===== src/rtl/msstb_pkg.sv =====
`default_nettype none

package msstb_pkg;

    localparam int SLOT_W     = 4;
    localparam int PERIOD_W   = 32;
    localparam int CMD_W      = 2;
    localparam int KIND_W     = 2;
    localparam int SIU_W      = 5;
    localparam int MASK_W     = 16;
    localparam int CFG_ADDR_W = 3;
    localparam int CFG_DATA_W = 32;

    localparam logic [CMD_W-1:0] CMD_TICK  = 2'd0;
    localparam logic [CMD_W-1:0] CMD_START = 2'd1;
    localparam logic [CMD_W-1:0] CMD_STOP  = 2'd2;

    localparam logic [KIND_W-1:0] KIND_OK       = 2'd0;
    localparam logic [KIND_W-1:0] KIND_REJECTED = 2'd1;
    localparam logic [KIND_W-1:0] KIND_EXPIRED  = 2'd2;

    localparam logic REG_SLOTS_IN_USE     = 1'b0;
    localparam logic REG_SINGLE_SHOT_MASK = 1'b1;

    typedef struct packed {
        logic [CMD_W-1:0]    command;
        logic [SLOT_W-1:0]   slot;
        logic [PERIOD_W-1:0] period_ticks;
    } t_cmd_item;

    typedef struct packed {
        logic [KIND_W-1:0] kind;
        logic [SLOT_W-1:0] result_slot;
        logic              last;
    } t_result;

    typedef struct packed {
        logic [PERIOD_W-1:0] period;
        logic [PERIOD_W-1:0] count;
    } t_slot_entry;

    typedef struct packed {
        logic [SIU_W-1:0]  slots_in_use;
        logic [MASK_W-1:0] single_shot_mask;
    } t_cfg;

    typedef enum logic [1:0] {
        ST_IDLE,
        ST_WALK,
        ST_FLUSH
    } t_state;

    typedef struct packed {
        logic accept;
        logic walk_clear;
        logic walk_step;
        logic flush;
    } t_dp_ctrl;

    typedef struct packed {
        logic walk_done;
    } t_dp_stat;

endpackage

`default_nettype wire


===== src/rtl/msstb_regs.sv =====
`default_nettype none

module msstb_regs (
    input  wire logic                                i_clk,
    input  wire logic                                i_rst_n,
    input  wire logic                                psel,
    input  wire logic                                penable,
    input  wire logic                                pwrite,
    input  wire logic [msstb_pkg::CFG_ADDR_W-1:0]    paddr,
    input  wire logic [msstb_pkg::CFG_DATA_W-1:0]    pwdata,
    output logic      [msstb_pkg::CFG_DATA_W-1:0]    prdata,
    output logic                                     pready,
    output msstb_pkg::t_cfg                          o_cfg
);
    import msstb_pkg::*;

    t_cfg r_cfg;
    t_cfg n_cfg;
    logic wr_en;

    assign pready = 1'b1;
    assign wr_en  = psel && penable && pwrite;
    assign o_cfg  = r_cfg;

    always_comb begin
        n_cfg = r_cfg;
        if (wr_en) begin
            case (paddr[2])
                REG_SLOTS_IN_USE: begin
                    n_cfg.slots_in_use = pwdata[SIU_W-1:0];
                end
                REG_SINGLE_SHOT_MASK: begin
                    n_cfg.single_shot_mask = pwdata[MASK_W-1:0];
                end
                default: begin
                    n_cfg = r_cfg;
                end
            endcase
        end
    end

    always_comb begin
        case (paddr[2])
            REG_SLOTS_IN_USE: begin
                prdata = CFG_DATA_W'(r_cfg.slots_in_use);
            end
            REG_SINGLE_SHOT_MASK: begin
                prdata = CFG_DATA_W'(r_cfg.single_shot_mask);
            end
            default: begin
                prdata = '0;
            end
        endcase
    end

    always_ff @(posedge i_clk) begin
        if (!i_rst_n) begin
            r_cfg <= '0;
        end else begin
            r_cfg <= n_cfg;
        end
    end

endmodule

`default_nettype wire


===== src/rtl/msstb_ctrl.sv =====
`default_nettype none

module msstb_ctrl (
    input  wire logic                          i_clk,
    input  wire logic                          i_rst_n,
    input  wire logic                          i_start,
    input  wire logic [msstb_pkg::CMD_W-1:0]   i_command,
    input  wire msstb_pkg::t_dp_stat           i_stat,
    output msstb_pkg::t_dp_ctrl                o_ctrl,
    output logic                               o_busy
);
    import msstb_pkg::*;

    t_state r_state;
    t_state n_state;

    always_ff @(posedge i_clk) begin
        if (!i_rst_n) begin
            r_state <= ST_IDLE;
        end else begin
            r_state <= n_state;
        end
    end

    always_comb begin
        n_state = r_state;
        o_ctrl  = '0;
        o_busy  = 1'b1;
        case (r_state)
            ST_IDLE: begin
                o_busy        = 1'b0;
                o_ctrl.accept = i_start;
                if (i_start && (i_command == CMD_TICK)) begin
                    o_ctrl.walk_clear = 1'b1;
                    n_state           = ST_WALK;
                end
            end
            ST_WALK: begin
                if (i_stat.walk_done) begin
                    n_state = ST_FLUSH;
                end else begin
                    o_ctrl.walk_step = 1'b1;
                end
            end
            ST_FLUSH: begin
                o_ctrl.flush = 1'b1;
                n_state      = ST_IDLE;
            end
            default: begin
                n_state = ST_IDLE;
            end
        endcase
    end

endmodule

`default_nettype wire


===== src/rtl/msstb_datapath.sv =====
`default_nettype none

module msstb_datapath #(
    parameter int NUM_SLOTS = 16
) (
    input  wire logic                  i_clk,
    input  wire logic                  i_rst_n,
    input  wire msstb_pkg::t_cmd_item  i_item,
    input  wire msstb_pkg::t_cfg       i_cfg,
    input  wire msstb_pkg::t_dp_ctrl   i_ctrl,
    output msstb_pkg::t_dp_stat        o_stat,
    output logic                       o_strobe,
    output msstb_pkg::t_result         o_result
);
    import msstb_pkg::*;

    localparam int IW = (NUM_SLOTS > 1) ? $clog2(NUM_SLOTS) : 1;
    localparam int PW = $clog2(NUM_SLOTS + 1);
    localparam int MW = (NUM_SLOTS > MASK_W) ? NUM_SLOTS : MASK_W;

    t_slot_entry mem [NUM_SLOTS];

    logic [PW-1:0]        active;
    logic                 start_ok;
    logic                 is_start;
    logic                 is_stop;
    logic [MW-1:0]        mask_ext;
    logic [NUM_SLOTS-1:0] ss_vec;

    logic [PW-1:0]        r_ptr;
    logic [PW-1:0]        n_ptr;
    logic                 r_proc_vld;
    logic [IW-1:0]        r_proc_idx;
    t_slot_entry          r_rdata;
    logic [NUM_SLOTS-1:0] r_running;
    logic [NUM_SLOTS-1:0] n_running;
    logic                 r_pend_vld;
    logic                 n_pend_vld;
    logic [IW-1:0]        r_pend_idx;
    logic [IW-1:0]        n_pend_idx;
    logic                 r_out_vld;
    logic                 n_out_vld;
    t_result              r_out;
    t_result              n_out;

    logic                 run;
    logic [PERIOD_W-1:0]  new_count;
    logic                 hit;
    logic                 wr_en;
    logic [IW-1:0]        wr_addr;
    t_slot_entry          wr_data;

    always_comb begin
        if (int'(i_cfg.slots_in_use) > NUM_SLOTS) begin
            active = PW'(NUM_SLOTS);
        end else begin
            active = PW'(i_cfg.slots_in_use);
        end
    end

    assign start_ok = int'(i_item.slot) < int'(active);
    assign is_start = i_ctrl.accept && (i_item.command == CMD_START);
    assign is_stop  = i_ctrl.accept && (i_item.command == CMD_STOP);
    assign mask_ext = MW'(i_cfg.single_shot_mask);

    always_comb begin
        for (int j = 0; j < NUM_SLOTS; j++) begin
            ss_vec[j] = (j < MASK_W) ? mask_ext[j] : 1'b0;
        end
    end

    assign o_stat.walk_done = (r_ptr >= active);

    assign run       = r_running[r_proc_idx];
    assign new_count = r_rdata.count + PERIOD_W'(1);
    assign hit       = r_proc_vld && run && (new_count == r_rdata.period);

    always_comb begin
        wr_en   = 1'b0;
        wr_addr = r_proc_idx;
        wr_data.period = r_rdata.period;
        wr_data.count  = hit ? '0 : new_count;
        if (r_proc_vld && run) begin
            wr_en = 1'b1;
        end else if (is_start && start_ok) begin
            wr_en          = 1'b1;
            wr_addr        = IW'(i_item.slot);
            wr_data.period = i_item.period_ticks;
            wr_data.count  = '0;
        end
    end

    always_ff @(posedge i_clk) begin
        if (wr_en) begin
            mem[wr_addr] <= wr_data;
        end
        if (i_ctrl.walk_step) begin
            r_rdata <= mem[r_ptr[IW-1:0]];
        end
    end

    always_comb begin
        n_ptr = r_ptr;
        if (i_ctrl.walk_clear) begin
            n_ptr = '0;
        end else if (i_ctrl.walk_step) begin
            n_ptr = r_ptr + PW'(1);
        end
    end

    always_comb begin
        n_running = r_running;
        for (int j = 0; j < NUM_SLOTS; j++) begin
            if (is_start && start_ok && (int'(i_item.slot) == j)) begin
                n_running[j] = 1'b1;
            end
            if (is_stop && (int'(i_item.slot) == j)) begin
                n_running[j] = 1'b0;
            end
            if (hit && ss_vec[j] && (int'(r_proc_idx) == j)) begin
                n_running[j] = 1'b0;
            end
        end
    end

    always_comb begin
        n_out_vld  = 1'b0;
        n_out      = r_out;
        n_pend_vld = r_pend_vld;
        n_pend_idx = r_pend_idx;
        if (is_start) begin
            n_out_vld = 1'b1;
            n_out     = '{kind: start_ok ? KIND_OK : KIND_REJECTED,
                          result_slot: i_item.slot, last: 1'b1};
        end else if (is_stop) begin
            n_out_vld = 1'b1;
            n_out     = '{kind: KIND_OK, result_slot: i_item.slot, last: 1'b1};
        end else if (hit) begin
            if (r_pend_vld) begin
                n_out_vld = 1'b1;
                n_out     = '{kind: KIND_EXPIRED, result_slot: SLOT_W'(r_pend_idx),
                              last: 1'b0};
            end
            n_pend_vld = 1'b1;
            n_pend_idx = r_proc_idx;
        end else if (i_ctrl.flush && r_pend_vld) begin
            n_out_vld  = 1'b1;
            n_out      = '{kind: KIND_EXPIRED, result_slot: SLOT_W'(r_pend_idx),
                           last: 1'b1};
            n_pend_vld = 1'b0;
        end
    end

    always_ff @(posedge i_clk) begin
        if (!i_rst_n) begin
            r_ptr      <= '0;
            r_proc_vld <= 1'b0;
            r_running  <= '0;
            r_pend_vld <= 1'b0;
            r_out_vld  <= 1'b0;
        end else begin
            r_ptr      <= n_ptr;
            r_proc_vld <= i_ctrl.walk_step;
            r_running  <= n_running;
            r_pend_vld <= n_pend_vld;
            r_out_vld  <= n_out_vld;
        end
    end

    always_ff @(posedge i_clk) begin
        r_proc_idx <= r_ptr[IW-1:0];
        r_pend_idx <= n_pend_idx;
        r_out      <= n_out;
    end

    assign o_strobe = r_out_vld;
    assign o_result = r_out;

    a_accept_quiet: assert property (@(posedge i_clk) disable iff (!i_rst_n)
        i_ctrl.accept |-> (!r_proc_vld && !r_pend_vld))
        else $error("command accepted while a tick walk is still in flight");

    a_flush_after_walk: assert property (@(posedge i_clk) disable iff (!i_rst_n)
        i_ctrl.flush |-> !r_proc_vld)
        else $error("flush overlaps processing of a slot");

    a_status_from_command: assert property (@(posedge i_clk) disable iff (!i_rst_n)
        (r_out_vld && (r_out.kind != KIND_EXPIRED)) |-> $past(i_ctrl.accept))
        else $error("status result without an accepted command");

endmodule

`default_nettype wire


===== src/rtl/multi_slot_software_timer_bank_core.sv =====
`default_nettype none

// Bank of software timer slots driven by commands.
// A command transaction is accepted at a rising edge with start high and busy low;
// i_item carries the command (tick, start slot, stop slot), the slot and the period.
// Start and stop never raise busy: busy stays low and the single status
// transaction appears on o_result with o_strobe high in the following cycle.
// A tick walks the slots in use, min(slots_in_use, NUM_SLOTS) of them, one per
// cycle through the count/period memory; busy stays high during the walk, the
// registered memory read of the last slot and the final flush.
// Expiry transactions come out in slot order, at most one per cycle, while busy is
// high and in the first cycle after it falls; the last one of a tick has last set.
// A tick that expires nothing produces no transaction.
// Each result is shown for exactly one cycle and the receiver cannot stall it.
// The APB port writes slots_in_use at address 0 and single_shot_mask at 4,
// and should only be written while busy is low and no result is pending.
// Reset clears the registers, all running flags and the output strobe.
module multi_slot_software_timer_bank_core #(
    parameter int NUM_SLOTS = 16
) (
    input  wire logic                                i_clk,
    input  wire logic                                i_rst_n,
    input  wire logic                                start,
    output logic                                     busy,
    input  wire msstb_pkg::t_cmd_item                i_item,
    output logic                                     o_strobe,
    output msstb_pkg::t_result                       o_result,
    input  wire logic                                psel,
    input  wire logic                                penable,
    input  wire logic                                pwrite,
    input  wire logic [msstb_pkg::CFG_ADDR_W-1:0]    paddr,
    input  wire logic [msstb_pkg::CFG_DATA_W-1:0]    pwdata,
    output logic      [msstb_pkg::CFG_DATA_W-1:0]    prdata,
    output logic                                     pready
);
    import msstb_pkg::*;

    t_cfg     cfg;
    t_dp_ctrl dp_ctrl;
    t_dp_stat dp_stat;

    msstb_regs u_regs (
        .i_clk   (i_clk),
        .i_rst_n (i_rst_n),
        .psel    (psel),
        .penable (penable),
        .pwrite  (pwrite),
        .paddr   (paddr),
        .pwdata  (pwdata),
        .prdata  (prdata),
        .pready  (pready),
        .o_cfg   (cfg)
    );

    msstb_ctrl u_ctrl (
        .i_clk     (i_clk),
        .i_rst_n   (i_rst_n),
        .i_start   (start),
        .i_command (i_item.command),
        .i_stat    (dp_stat),
        .o_ctrl    (dp_ctrl),
        .o_busy    (busy)
    );

    msstb_datapath #(
        .NUM_SLOTS (NUM_SLOTS)
    ) u_datapath (
        .i_clk    (i_clk),
        .i_rst_n  (i_rst_n),
        .i_item   (i_item),
        .i_cfg    (cfg),
        .i_ctrl   (dp_ctrl),
        .o_stat   (dp_stat),
        .o_strobe (o_strobe),
        .o_result (o_result)
    );

endmodule

`default_nettype wire

===== config.mk =====
export PLATFORM = sky130hd
export DESIGN_NAME = multi_slot_software_timer_bank_core
export DESIGN_NICKNAME = d
export VERILOG_FILES = /design/src/rtl/msstb_pkg.sv /design/src/rtl/msstb_regs.sv /design/src/rtl/msstb_ctrl.sv /design/src/rtl/msstb_datapath.sv /design/src/rtl/multi_slot_software_timer_bank_core.sv
export SDC_FILE = /design/constraint.sdc
export NUM_CORES = 1
export LEC_CHECK = 0
export BUFFER_PORTS_ARGS = -buffer_cell sky130_fd_sc_hd__buf_2
export CORE_UTILIZATION = 40
export CTS_BUF_LIST = sky130_fd_sc_hd__clkbuf_2 sky130_fd_sc_hd__clkbuf_4 sky130_fd_sc_hd__clkbuf_8
export CTS_CLUSTER_SIZE = 24
export DETAILED_ROUTE_END_ITERATION = 8
export PLACE_DENSITY = 0.57
export SLEW_MARGIN = 30
export SYNTH_ARGS = -nofsm -noshare
export SYNTH_HDL_FRONTEND = slang
export SYNTH_HIERARCHICAL = 1
export SYNTH_SLANG_ARGS = --single-unit

===== constraint.sdc =====
create_clock -name i_clk -period 11.6 [get_ports i_clk]
set_clock_uncertainty 0.05 [all_clocks]
set_input_delay 0.58 -clock i_clk [delete_from_list [all_inputs] [get_ports i_clk]]
set_output_delay 0.58 -clock i_clk [all_outputs]
set_load 0.05 [all_outputs]

==> results of run 1 <==
-- through the flow --
stage | util | setup slack, ps
6_report | 0.4583 | 6081
5_1_grt | 0.4583 | 5795
4_1_cts | 0.4575 | 6004
3_5_place_dp | 0.4246 | 5892
3_3_place_gp | 0.4236 | 5740
2_1_floorplan | - | 5471
-- how the worst max path moves through the flow --
stage	endpoint	cells past startpoint
after global routing	u_datapath/mem[0][0]	12
after global placement	u_datapath/mem[0][36]	11
after CTS	u_datapath/mem[0][11]	12
after detailed placement	u_datapath/mem[0][35]	11
final	u_datapath/mem[0][37]	12
after floorplan	u_datapath/r_ptr[3]	15
-- logic make-up (layout without fill, tap and decap cells) --
logic type,Yosys count,in the layout,share of synthesized area
flops,1150,1150,0.7333
mux,389,389,0.1721
fa+ha+maj,10,10,0.002698
buf+inv,160,506,0.01637
other cells,2,20,0.0001619
simple gates,373,373,0.04416
xor+xnor,57,57,0.01106
compound gates,125,125,0.02018
-- placed cells by master, fill, tap and decap left out, types with 16 or more instances in the layout --
cell / n
buf_2: 84
nand3_1: 24
xnor2_1: 34
and2_1: 18
clkinv_2: 25
clkinv_1: 56
nor3_2: 18
nand2b_1: 22
nor2_1: 46
nand4_1: 24
edfxtp_1: 1098
dfxtp_1: 48
mux2i_1: 29
conb_1: 17
clkbuf_4: 48
buf_4: 50
xor2_1: 22
a41oi_1: 17
mux4_2: 323
o221ai_1: 18
mux2_2: 37
dlygate4sd3_1: 17
nor2b_1: 16
nand2_1: 90
clkbuf_8: 189
o21ai_0: 16
nor3_1: 23
-- where the power goes --
| part | switching, W | internal (W) |
|---|---|---|
| sequential | 0.00000649 | 0.00451 |
| clock | 0.00160 | 0.00178 |
| combinational | 0.0000808 | 0.0000417 |
-- final cells by class --
class	count	area, µm²
repair buffers	158	1111
diodes	3	7.507
multi-input cells	971	11870
flip-flops and latches	1150	34030
inverters	11	41.29
well taps	1512	1892
fillers	9596	62110
clock buffers	237	2962
clock inverters	100	636.9
-- state kept, by name, summed over array words and instances (netlist names) --
signal,flops
u_datapath/o_result,7
u_ctrl/r_state,2
u_datapath/r_ptr,5
u_datapath/r_rdata,64
u_datapath/mem,1024
u_datapath/r_proc_idx,4
u_datapath/o_strobe,1
u_datapath/r_proc_vld,1
u_datapath/r_pend_idx,4
u_datapath/r_pend_vld,1
u_regs/o_cfg,21
u_datapath/r_running,16
-- synthesized netlist by cell type (4+ instances only) --
library cell / n
a21o_1: 5
a21oi_1: 13
a41oi_1: 18
and2_1: 27
and3_1: 10
and4_1: 8
buf_1: 28
buf_2: 16
buf_4: 26
clkbuf_1: 75
dfxtp_1: 52
edfxtp_1: 1098
ha_1: 10
inv_1: 10
mux2_2: 37
mux2i_1: 29
mux4_2: 323
nand2_1: 90
nand2b_1: 22
nand3_1: 24
nand4_1: 24
nor2_1: 49
nor2b_1: 21
nor3_1: 41
nor4_1: 14
o2111ai_1: 4
o211ai_1: 7
o21ai_0: 18
o221ai_1: 18
o22ai_1: 4
o31ai_1: 6
or2_2: 6
or3_1: 5
or4_1: 5
xnor2_1: 34
xor2_1: 22
-- critical path, stage by stage (launching register included) --
cell and delay [ps]:
dfxtp_1 550, inv_1 160, nand2_1 130, ha_1 230, a21o_1 160, a21o_1 180
a21oi_1 420, o21ai_1 290, nor2_4 130, buf_4 730, mux2i_1 490, nor2b_4 850
buf_6 670
-- timing repair --
action / CTS / global route
endpoints found under the hold margin: 22 / 0
endpoints found under the setup margin: 0 / 0
hold buffers: 17 / 0
gates resized for setup: 0 / 0
buffers inserted: 0 / 0
-- metal layers --
metal  vias up  global-route usage  wire, µm
met5         -                   0         0
met4         0             0.05283      1856
met3       159             0.03334      6469
met2       781              0.3130     55070
met1     12650              0.2722     48570
li1       9879                   -         -
==> reports/metrics.csv, run 1 <==
stage,metric,value,unit
sta,finalCritPeriodShare,0.4758,
synthesis,ys_ff_latch,1150,
sta,rsz0062_at_grt,false,
grt,grt-ovfl-total,0,
synthesis,synth_top_area_frac,0.7109,
detailed_routing,postRouteAntennaNets,0,
clock_network,cts_max_level,4,
clock_network,clk_latency,860,ps
sta,finalSetupTns,0,ps
critical_path,crit_type,flip-flop to flip-flop,
sta,setup_viol,0,
sta,min_period,5519,ps
power,powerDensity,152.4,mW/mm²
critical_path,arrival,5920,ps
power,finalPower,0.008010,W
critical_path,reg2reg_slack,6080,ps
synthesis,yosysSeqAreaShare,0.7333,
detailed_routing,first_pass_iters,9,
synthesis,yosysWarnings,6,
worst_hold_path,whs_path_depth,3,
power,p_leak,16.05,nW
sta,slew_headroom,0.3133,
floorplanning,die_h,342.5,µm
synthesis,ys.flop_type,edfxtp_1,
synthesis,ys_async_sr_fraction,0,
worst_hold_path,worst_hold_path.endpoint,u_ctrl/r_state[0],
finish,layout-area-overhead-vs-synth,13.29,%
critical_path,cp_max_fo,46,
grt,antenna_found_initial,4,
synthesis,synth_edf_count,1098,
grt,grt_max_degree,151,
outcome,violations,DRC,
clock_network,cts_root_buf,clkbuf_8,
synthesis,yosys.area.top_type,edfxtp_1,
finish,stdcell_count,4142,
critical_path,end_kind,flip-flop,
floorplanning,die_x,342.5,µm
power,irDropWorstVdd,0.00009332,V
synthesis,avgSynthCellArea,20.47,µm²
critical_path,start_kind,flip-flop,
finish,finalNetCount,2564,
detailed_routing,viasPerCell,5.665,
finish,drive_gt1_frac,0.3236,
synthesis,synth_area_leaders,"edfxtp_1, mux4_2, dfxtp_1, mux2_2, nand2_1",
grt,grt_use_total,0.1938,
floorplanning,ioPinCount,121,
critical_path,worstRegToRegCells,12,
sta,worst_slew_pin_slew,1030,ps
sta,max_freq,0.1812,GHz
floorplanning,fp.dieArea,0.1173,mm²
finish,stdcell_area,0.05255,mm²
detailed_routing,drt_iter0_markers,2059,
floorplanning,core,0.1147,mm²
sta,hold_viol_final,0,
synthesis,synth_cells,2266,
floorplanning,fp-row-count,124,
detailed_routing,wire_per_inst,27.03,µm
critical_path,r2r_end,u_datapath/mem[0][37],
floorplanning,initial_core_util,0.4045,
synthesis,synth_area,0.04638,mm²
run,drv_cap,0,
clock_network,path_clk_slew,60,ps
placed_design,io_buffers,85,
synthesis,synthDistinctLibCells,83,
placed_design,gp_congestion,0.8828,
sta,hold_ws,99.99,ps
sta,report.final.slew_viol_count,0,
detailed_routing,totalWireLength,112000,µm
worst_hold_path,hold_class,input pin to flip-flop,
grt,grt_pass1_vias,24500,
critical_path,regToRegStartpoint,u_regs/o_cfg[20],
critical_path,critPathLaunch,u_regs/o_cfg[20],
clock_network,clk_path_buf_depth,3,
outcome,status,finished with violations,
clock_network,cts_buffers,183,
detailed_routing,drc,20,
clock_network,cts.sinks,1150,
critical_path,cp.required,12000,ps
placed_design,dp_hpwl,59780,µm
placed_design,dp.cells,3783,
placed_design,placed_cell_area,0.04869,mm²
worst_hold_path,worstHoldStart,i_item[37],
detailed_routing,num_vias,23470,
clock_network,cts_tree,built,
grt,grt_pass1_wl,164700,µm
Note: power is estimated with default switching activity, not from simulation.
==> inputs of run 2 (changes only) <==
- PLACE_DENSITY: 0.57 -> 0.59
- clock period: 11.6 -> 4.7 ns (I/O delays scaled with it)
==> reports/metrics.csv, run 2 (synthesized netlist as in run 1, its figures left out) <==
stage,metric,value,unit
clock_network,postCtsSetupBuffers,0,
placed_design,placed_cell_area,0.04932,mm²
critical_path,start_kind,flip-flop,
floorplanning,initial_core_util,0.4045,
placed_design,gp_congestion,0.8993,
power,p_switching,0.004147,W
critical_path,crit_slowest_cell,or4_1,
power,power_frac_comb,0.017,
power,clock_power_share,0.420,
placed_design,dp_hpwl,63180,µm
detailed_routing,viasPerCell,5.606,
clock_network,clk_latency,870,ps
finish,top_register,u_datapath/mem,
detailed_routing,totalWireLength,113800,µm
critical_path,end_kind,flip-flop,
power,p_leak,16.56,nW
grt,grt_pass1_vias,24960,
finish,fill_cells,9494,
floorplanning,die_x,342.5,µm
outcome,violations,DRC,
sta,report.final.slew_viol_count,0,
grt,grt_pass1_wl,168200,µm
clock_network,cts.sinks,1150,
sta,rsz0062_at_grt,false,
floorplanning,die_h,342.5,µm
grt,antenna_found_initial,3,
detailed_routing,highest_layer,met4,
detailed_routing,num_vias,23710,
power,p_int,0.01566,W
floorplanning,fp.dieArea,0.1173,mm²
sta,slew_headroom,0.3768,
sta,setup_viol,0,
clock_network,cts_root_buf,clkbuf_8,
run,drv_cap,0,
critical_path,cp.required,5170,ps
critical_path,crit_type,flip-flop to flip-flop,
finish,final_cell_mix,"edfxtp_1, mux4_2, clkbuf_8",
detailed_routing,wl_met3,6084,µm
floorplanning,fp-row-count,124,
clock_network,cts_tree,built,
detailed_routing,drc,10,
grt,grt-ovfl-total,0,
detailed_routing,postRouteAntennaNets,0,
placed_design,io_buffers,85,
critical_path,cp_max_fo,39,
sta,finalCritPeriodShare,0.9248,
floorplanning,core,0.1147,mm²
critical_path,worstPathCellList,and4_1 > nand4_1 > or4_1 > a21boi_0 > nor4_1 > o221ai_1 > nor4_4 > buf_12 > o31a_1,
grt,grt_use_total,0.1976,
detailed_routing,wire_per_inst,26.90,µm
sta,max_freq,0.2301,GHz
finish,stdcell_count,4229,
grt,grt_max_degree,134,
finish,largest_reg_flops,1024,
clock_network,cts_max_level,4,
finish,drive_gt1_frac,0.3213,
power,pwr-share-seq,0.563,
clock_network,cts_buffers,181,
critical_path,crit_buf_inv,1,
critical_path,arrival,4820,ps
detailed_routing,wl_met1,48680,µm
placed_design,dp.cells,3827,
detailed_routing,first_pass_iters,8,
clock_network,clk_path_buf_depth,3,
finish,utilization,0.4678,
detailed_routing,wl_met2,56900,µm
power,irDropWorstVdd,0.0002359,V
clock_network,path_clk_slew,60,ps
sta,worst_slew_pin_slew,926.2,ps
finish,finalNetCount,2662,
finish,stdcell_area,0.05363,mm²
detailed_routing,drt_iter0_markers,2306,
critical_path,critPathTopFamily,simple AND/OR/NAND/NOR gates,
worst_hold_path,hold_class,input pin to flip-flop,
power,power_switching_share,0.2094,
outcome,status,finished with violations,
sta,hold_viol_final,0,
sta,min_period,4347,ps
finish,layout_commonest_cell,edfxtp_1,
floorplanning,ioPinCount,121,
finish,layout-area-overhead-vs-synth,15.62,%
power,powerDensity,369.3,mW/mm²
critical_path,critPathMaxStageDelay,720,ps
==> run 2: changes by cell type in the layout (fill, tap and decap cells not counted), moves of 6 or more <==
| cell | change |
|---|---|
| clkbuf_8 | -6 |
| clkinv_1 | -11 |
| nor3_2 | -16 |
| nor3_1 | +17 |
| dlygate4sd3_1 | +58 |
| buf_12 | +32 |
| buf_4 | +15 |
==> run 2: routing by layer <==
layer  global-route usage  vias up
met4              0.05701        0
met3              0.03196      179
met2               0.3279      812
li1                     -    10070
met1               0.2698    12650
met5                    0        -
==> run 2: area by class of cell <==
cell class	instances	area, µm²	area share
sequential	1150	34030	0.6345
clock inverter	91	655.6	0.01222
inverter	11	41.29	0.0007699
antenna	3	7.507	0.0001400
clock buffer	233	2894	0.05396
tap	1512	1892	0.03528
timing repair buffer	258	2340	0.04363
multi-input combinational	971	11770	0.2195
==> run 2: what timing repair did <==
action | 4_1_cts | 5_1_grt
hold buffers | 73 | 2
gates resized for setup | 0 | 0
hold endpoints to repair | 532 | 43
==> run 2: power groups by stage <==
| stage | combinational (W) | sequential [W] | clock, W |
|---|---|---|---|
| floorplan | 0.000200 | 0.0114 | 0 |
| global placement | 0.000290 | 0.0114 | 0 |
| detailed placement | 0.000299 | 0.0114 | 0 |
| CTS | 0.000342 | 0.0111 | 0.00852 |
| global route | 0.000369 | 0.0111 | 0.00895 |
| finish | 0.000342 | 0.0111 | 0.00832 |
==> run 2: final timing paths <==
kind / start / to / slack, ps / cells past startpoint
max: u_datapath/r_rdata[11] / u_datapath/o_result[2] / 350 / 9
min: start / u_datapath/r_ptr[1] / 150 / 5
max reg2reg: u_datapath/r_rdata[11] / u_datapath/o_result[2] / 350 / 9
min reg2reg: u_datapath/r_ptr[0] / u_datapath/r_proc_idx[0] / 410 / 0
==> run 2: worst min-delay path: stages <==
cell      delay, ps
buf_2           110
nor3b_2         170
nor3b_2         150
nand2b_1        230
nor2_1          130
==> run 2: stage by stage <==
stage          TNS [ps]  hold WS [ps]  total power [W]  setup slack (ps)
3_5_place_dp          0         380.3          0.01166             571.7
2_1_floorplan   -211220         304.0          0.01156            -903.6
4_1_cts               0         3.264          0.02000             520.4
5_1_grt               0         160.5          0.02046             235.6
3_3_place_gp          0         378.1          0.01165             596.5
6_report              0         153.1          0.01981             353.2
